$ cat config.mk
export PLATFORM = sky130hd
export DESIGN_NAME = ksct_hash
export DESIGN_NICKNAME = d
export VERILOG_FILES = /design/src/design/ksct_pkg.sv /design/src/design/ksct_hash.sv
export SDC_FILE = /design/constraint.sdc
export NUM_CORES = 2
export LEC_CHECK = 0
export ABC_AREA = 1
export BUFFER_PORTS_ARGS = -buffer_cell sky130_fd_sc_hd__buf_4
export CAP_MARGIN = 40
export CORE_MARGIN = 1.5
export CORE_UTILIZATION = 50
export DETAILED_ROUTE_END_ITERATION = 10
export PLACE_DENSITY = 0.76
export SYNTH_ARGS = -nofsm -noshare
export SYNTH_HDL_FRONTEND = slang
export SYNTH_SLANG_ARGS = --single-unit
$ cat constraint.sdc
create_clock -name clk -period 9.2 [get_ports clk]
set_input_delay 0.46 -clock clk [delete_from_list [all_inputs] [get_ports clk]]
set_output_delay 0.46 -clock clk [all_outputs]
set_load 0.01 [all_outputs]
$ cat src/design/ksct_pkg.sv
// ksct_pkg: shared widths, hash constants and defaults for the k-mer strand count table
// no dependencies; imported by ksct_hash, kmer_strand_count_table_top, ksct_checker and the testbench
package ksct_pkg;

  localparam int KEY_W     = 64;
  localparam int HALF_W    = KEY_W / 2;
  localparam int CNT_W     = 8;
  localparam int KLEN_W    = 6;
  localparam int MAX_BASES = KEY_W / 2;

  localparam int TABLE_ENTRIES_DEF = 4096;
  localparam int MAX_PROBES_DEF    = 16;

  localparam logic [KLEN_W-1:0] KMER_LEN_RST = KLEN_W'(21);
  localparam logic [CNT_W-1:0]  COUNT_MAX    = '1;

  // multiplicative hash and xor-shift mix
  localparam logic [KEY_W-1:0] HASH_MULT  = 64'h9E37_79B9_7F4A_7C15;
  localparam int               HASH_SHIFT = 29;

  // base complement: A<->T, C<->G
  localparam logic [1:0] COMP_BITS = 2'b10;

endpackage

$ cat src/design/ksct_hash.sv
// ksct_hash: home slot of a 64-bit key, multiply by the hash constant, xor-shift, reduce
// one shared 32x32 multiplier: four steps for the product, then word folds and a
// reciprocal quotient estimate for table sizes that are not a power of two; depends on ksct_pkg
module ksct_hash
  import ksct_pkg::*;
#(
  parameter int TABLE_ENTRIES = TABLE_ENTRIES_DEF,
  parameter int SLOT_W        = $clog2(TABLE_ENTRIES)
) (
  input  logic              clk,
  input  logic              rst_n,
  input  logic              start,
  input  logic [KEY_W-1:0]  key,
  output logic              done,
  output logic [SLOT_W-1:0] slot
);

  localparam bit IS_POW2 = (TABLE_ENTRIES & (TABLE_ENTRIES - 1)) == 0;
  // 2^32 mod N folds the upper word down, floor(2^32 / N) estimates the quotient
  localparam logic [KEY_W-1:0]  WORD_SPAN = KEY_W'(1) << HALF_W;
  localparam logic [HALF_W-1:0] FOLD_R    = HALF_W'(WORD_SPAN % KEY_W'(TABLE_ENTRIES));
  localparam logic [HALF_W-1:0] RECIP_M   = HALF_W'(WORD_SPAN / KEY_W'(TABLE_ENTRIES));
  localparam logic [HALF_W-1:0] N_W       = HALF_W'(TABLE_ENTRIES);

  typedef enum logic [3:0] {
    H_IDLE, H_MUL0, H_MUL1, H_MUL2, H_MUL3, H_MIX,
    H_FOLD, H_FADD, H_QMUL, H_QN, H_QSUB
  } hstate_t;

  hstate_t             state_r, state_nxt;
  logic [KEY_W-1:0]    key_r;
  logic [KEY_W-1:0]    prod_r;
  logic [KEY_W-1:0]    acc_r;
  logic [KEY_W-1:0]    hv_r;
  logic                done_r;
  logic [SLOT_W-1:0]   slot_r;
  logic [HALF_W-1:0]   mul_a, mul_b;
  logic [KEY_W-1:0]    mixed;
  logic                hv_hi_nz;
  logic [HALF_W-1:0]   diff, rem_fix;

  // operand select for the shared multiplier
  always_comb begin
    mul_a = key_r[HALF_W-1:0];
    mul_b = HASH_MULT[HALF_W-1:0];
    case (state_r)
      H_MUL1:  mul_a = key_r[KEY_W-1:HALF_W];
      H_MUL2:  mul_b = HASH_MULT[KEY_W-1:HALF_W];
      H_FOLD: begin
        mul_a = hv_r[KEY_W-1:HALF_W];
        mul_b = FOLD_R;
      end
      H_QMUL: begin
        mul_a = hv_r[HALF_W-1:0];
        mul_b = RECIP_M;
      end
      H_QN: begin
        mul_a = prod_r[KEY_W-1:HALF_W];
        mul_b = N_W;
      end
      default: ;
    endcase
  end

  assign mixed    = acc_r ^ (acc_r >> HASH_SHIFT);
  assign hv_hi_nz = |hv_r[KEY_W-1:HALF_W];
  // quotient estimate is at most one short, so one correction is enough
  assign diff     = hv_r[HALF_W-1:0] - prod_r[HALF_W-1:0];
  assign rem_fix  = (diff >= N_W) ? diff - N_W : diff;

  always_comb begin
    state_nxt = state_r;
    case (state_r)
      H_IDLE:  if (start) state_nxt = H_MUL0;
      H_MUL0:  state_nxt = H_MUL1;
      H_MUL1:  state_nxt = H_MUL2;
      H_MUL2:  state_nxt = H_MUL3;
      H_MUL3:  state_nxt = H_MIX;
      H_MIX:   state_nxt = IS_POW2 ? H_IDLE : H_FOLD;
      H_FOLD:  state_nxt = hv_hi_nz ? H_FADD : H_QMUL;
      H_FADD:  state_nxt = H_FOLD;
      H_QMUL:  state_nxt = H_QN;
      H_QN:    state_nxt = H_QSUB;
      H_QSUB:  state_nxt = H_IDLE;
      default: state_nxt = H_IDLE;
    endcase
  end

  always_ff @(posedge clk) begin
    if (!rst_n) begin
      state_r <= H_IDLE;
      done_r  <= 1'b0;
    end else begin
      state_r <= state_nxt;
      done_r  <= 1'b0;
      prod_r  <= mul_a * mul_b;
      case (state_r)
        H_IDLE: if (start) key_r <= key;
        H_MUL1: acc_r <= prod_r;
        H_MUL2: acc_r[KEY_W-1:HALF_W] <= acc_r[KEY_W-1:HALF_W] + prod_r[HALF_W-1:0];
        H_MUL3: acc_r[KEY_W-1:HALF_W] <= acc_r[KEY_W-1:HALF_W] + prod_r[HALF_W-1:0];
        H_MIX: begin
          hv_r <= mixed;
          if (IS_POW2) begin
            slot_r <= mixed[SLOT_W-1:0];
            done_r <= 1'b1;
          end
        end
        // hi * (2^32 mod N) + lo keeps the residue; folding repeats while the upper word is nonzero
        H_FADD: hv_r <= prod_r + {{HALF_W{1'b0}}, hv_r[HALF_W-1:0]};
        H_QSUB: begin
          slot_r <= rem_fix[SLOT_W-1:0];
          done_r <= 1'b1;
        end
        default: ;
      endcase
    end
  end

  assign done = done_r;
  assign slot = slot_r;

endmodule

==> out/summary.txt <==
status: complete, no violations
Clock Latency Late Sink: 0.62 ns
RR Startpoint: state_r[2]
commonest non-fill, non-tap cell in the layout: inv_1
Port Buffers: 79
DRC viols: 0
detailed-route via count: 38,064
worst reg2reg path depth: 30
clk root buf: clkbuf_16
fin crit share: 96.50%
design area: 49,510 um^2
hold_sp: key[32]
Tmin final: 8.878 ns
Routability Congestion: 1.101
Synth Flop Type: edfxtp_1
NumNets Final: 6,799
metal2 WL: 69,450 um
Worst-path clk slew: 0.07 ns
CTS resizes: 0
Max H-tree Level: 1
share of layout cells above drive strength 1: 7.652%
drt pass-1 iters: 6
type of the worst setup path: reg -> reg
DR vias/cell: 5.663
Area growth syn-to-layout: 9.711%
FF+latch count, synth: 273
crit path launch: state_r[2]
CTS tree: yes
Die Ht: 303.4 um
Min-Delay Path Class: in -> reg
placement-stage cell area: 48,410 um^2
Max stage delay on crit path: 0.61 ns
Slew Viols, Final: 0
clk buf depth: 3
total gr overflow: 0
synthesized area per cell: 8.528 um^2
Die Span X: 303.4 um
number of flops mapped to enable cells by yosys: 268
Worst Hold Slack: 0.01553 ns
total track usage: 37.94%
WP data arrival: 9.21 ns
hold-fix buffers at CTS: 0
post-route ant nets: 0
first-pass GRT wire length: 249,300 um
non-filler cells, final: 6,721
FILL cells: 8,172
Detailed Place HPWL: 148,400 um
endpoint type of the worst setup path: register
FF-to-FF setup slack: 0.32 ns
initial core utilization: 50.75%
Hold Path Sink: key_r[32]
total I/O pin count: 80
largest net degree at the start of global routing: 74
FMAX: 112.6 MHz
final hold vios: 0
commonest non-fill, non-tap cells in the layout: inv_1 (1,295), nand2_1 (1,002), fa_1 (704)
WL/cell: 25.49 um
Slew headroom: 36.62%
M1 WL: 71,950 um
sequential cell area fraction in the yosys report: 18.06%
Top Layer Used: met5
Worst EP required: 9.54 ns
CP Launch Type: register
total length of routed wires: 171,300 um
final setup vio count: 0
Hold Path Depth: 1
r2r endpoint: prod_r[61]
Worst Tran Pin Value: 0.9507 ns
Synth cell types: 53
setup bufs post-CTS: 0
Worst path slowest cell: nor2_1
synth warn: 0
placed insts: 6,662
critical path fanouts, max: 20
ys async rst share: 0%
synthesized area: 45,120 um^2
CTS Buf Count: 30
Max Cap Viol: 0
met3 WL: 21,770 um
DRT iter0 DRCs: 4,940
CTS sink count: 273
row cnt: 109
Synth Instances: 5,291
skew final: 0.04397 ns
die area: 92,060 um^2
initial antenna violation count: 7
core area: 88,920 um^2
vias in the first global route: 37,474
==> synthesized netlist by cell type, types with 15 or more instances <==
cell type / instances / share of area, %
a21o_1: 17 / 0.28
a21oi_1: 197 / 2.2
buf_2: 16 / 0.18
clkbuf_1: 39 / 0.32
edfxtp_1: 268 / 18
fa_1: 704 / 31
ha_1: 498 / 14
inv_1: 1295 / 11
inv_2: 26 / 0.22
nand2_1: 1002 / 8.3
nand3_1: 209 / 2.3
nand4_1: 38 / 0.53
nor2_1: 422 / 3.5
nor3_1: 39 / 0.43
o21ai_0: 188 / 2.1
o21ai_1: 15 / 0.17
o21bai_1: 25 / 0.42
xnor2_1: 39 / 0.76
xor2_1: 76 / 1.5
==> cells by family (layout without fill, tap and decap cells) <==
family,Yosys count,count (layout),synth area share (%)
AND/OR/NAND/NOR,1784,1784,16.32
flip-flops,273,273,18.06
buffers and inverters,1391,1653,11.76
other,1,4,0.008311
adder cells (fa/ha/maj),1202,1202,45.04
XOR/XNOR,115,115,2.232
AO/OA/AOI/OAI,525,525,6.577
==> metrics by stage <==
step	worst slack (ns)	utilization [%]	TNS, ns
after floorplan	1.456	-	0
after global placement	0.3070	54.37	0
after detailed placement	0.3309	54.44	0
after CTS	0.2588	55.64	0
after global routing	-0.001808	55.67	-0.001808
final	0.3221	55.67	0
==> state kept, by name (all words and copies together) (netlist names) <==
| name | cells |
|---|---|
| acc_r | 64 |
| hv_r | 64 |
| key_r | 64 |
| prod_r | 64 |
| slot | 12 |
| state_r | 4 |
| done | 1 |
==> worst max-delay path: cells and delay by family, from the launching register on <==
family	cells	cell delay, ns
DFF	1	0.41
AOI/OAI and AO/OA	4	1.14
and+or+nand+nor	10	2.09
adders and majority gates	9	3.96
buffers and inverters	7	0.96
==> worst max path at each step <==
stage | endpoint | slack [ns] | cells past startpoint
final | prod_r[61] | 0.32 | 30
after detailed placement | prod_r[49] | 0.33 | 28
after global placement | prod_r[30] | 0.31 | 28
after global routing | prod_r[49] | -0.002 | 30
after floorplan | prod_r[59] | 1.46 | 35
after CTS | prod_r[30] | 0.26 | 28
==> final cells by class <==
type | instances | area (um^2) | area share (%)
antenna | 2 | 5.005 | 0.01011
clock buffer | 34 | 765.7 | 1.547
clock inverter | 22 | 302.8 | 0.6116
inverter | 1323 | 4970 | 10.04
multi-input combinational | 3628 | 31730 | 64.10
sequential | 273 | 8148 | 16.46
tap | 1165 | 1458 | 2.944
timing repair buffer | 274 | 2126 | 4.294
==> metal layers <==
| metal | vias to the layer above | track usage, % |
|---|---|---|
| li1 | 16823 | - |
| met1 | 18450 | 55.75 |
| met2 | 2406 | 53.22 |
| met3 | 377 | 10.30 |
| met4 | 8 | 14.43 |
| met5 | - | 0 |
Power is left out: the tool's default activity adds up to more than one toggle a clock period on the data nets, which glitch-free logic cannot reach.
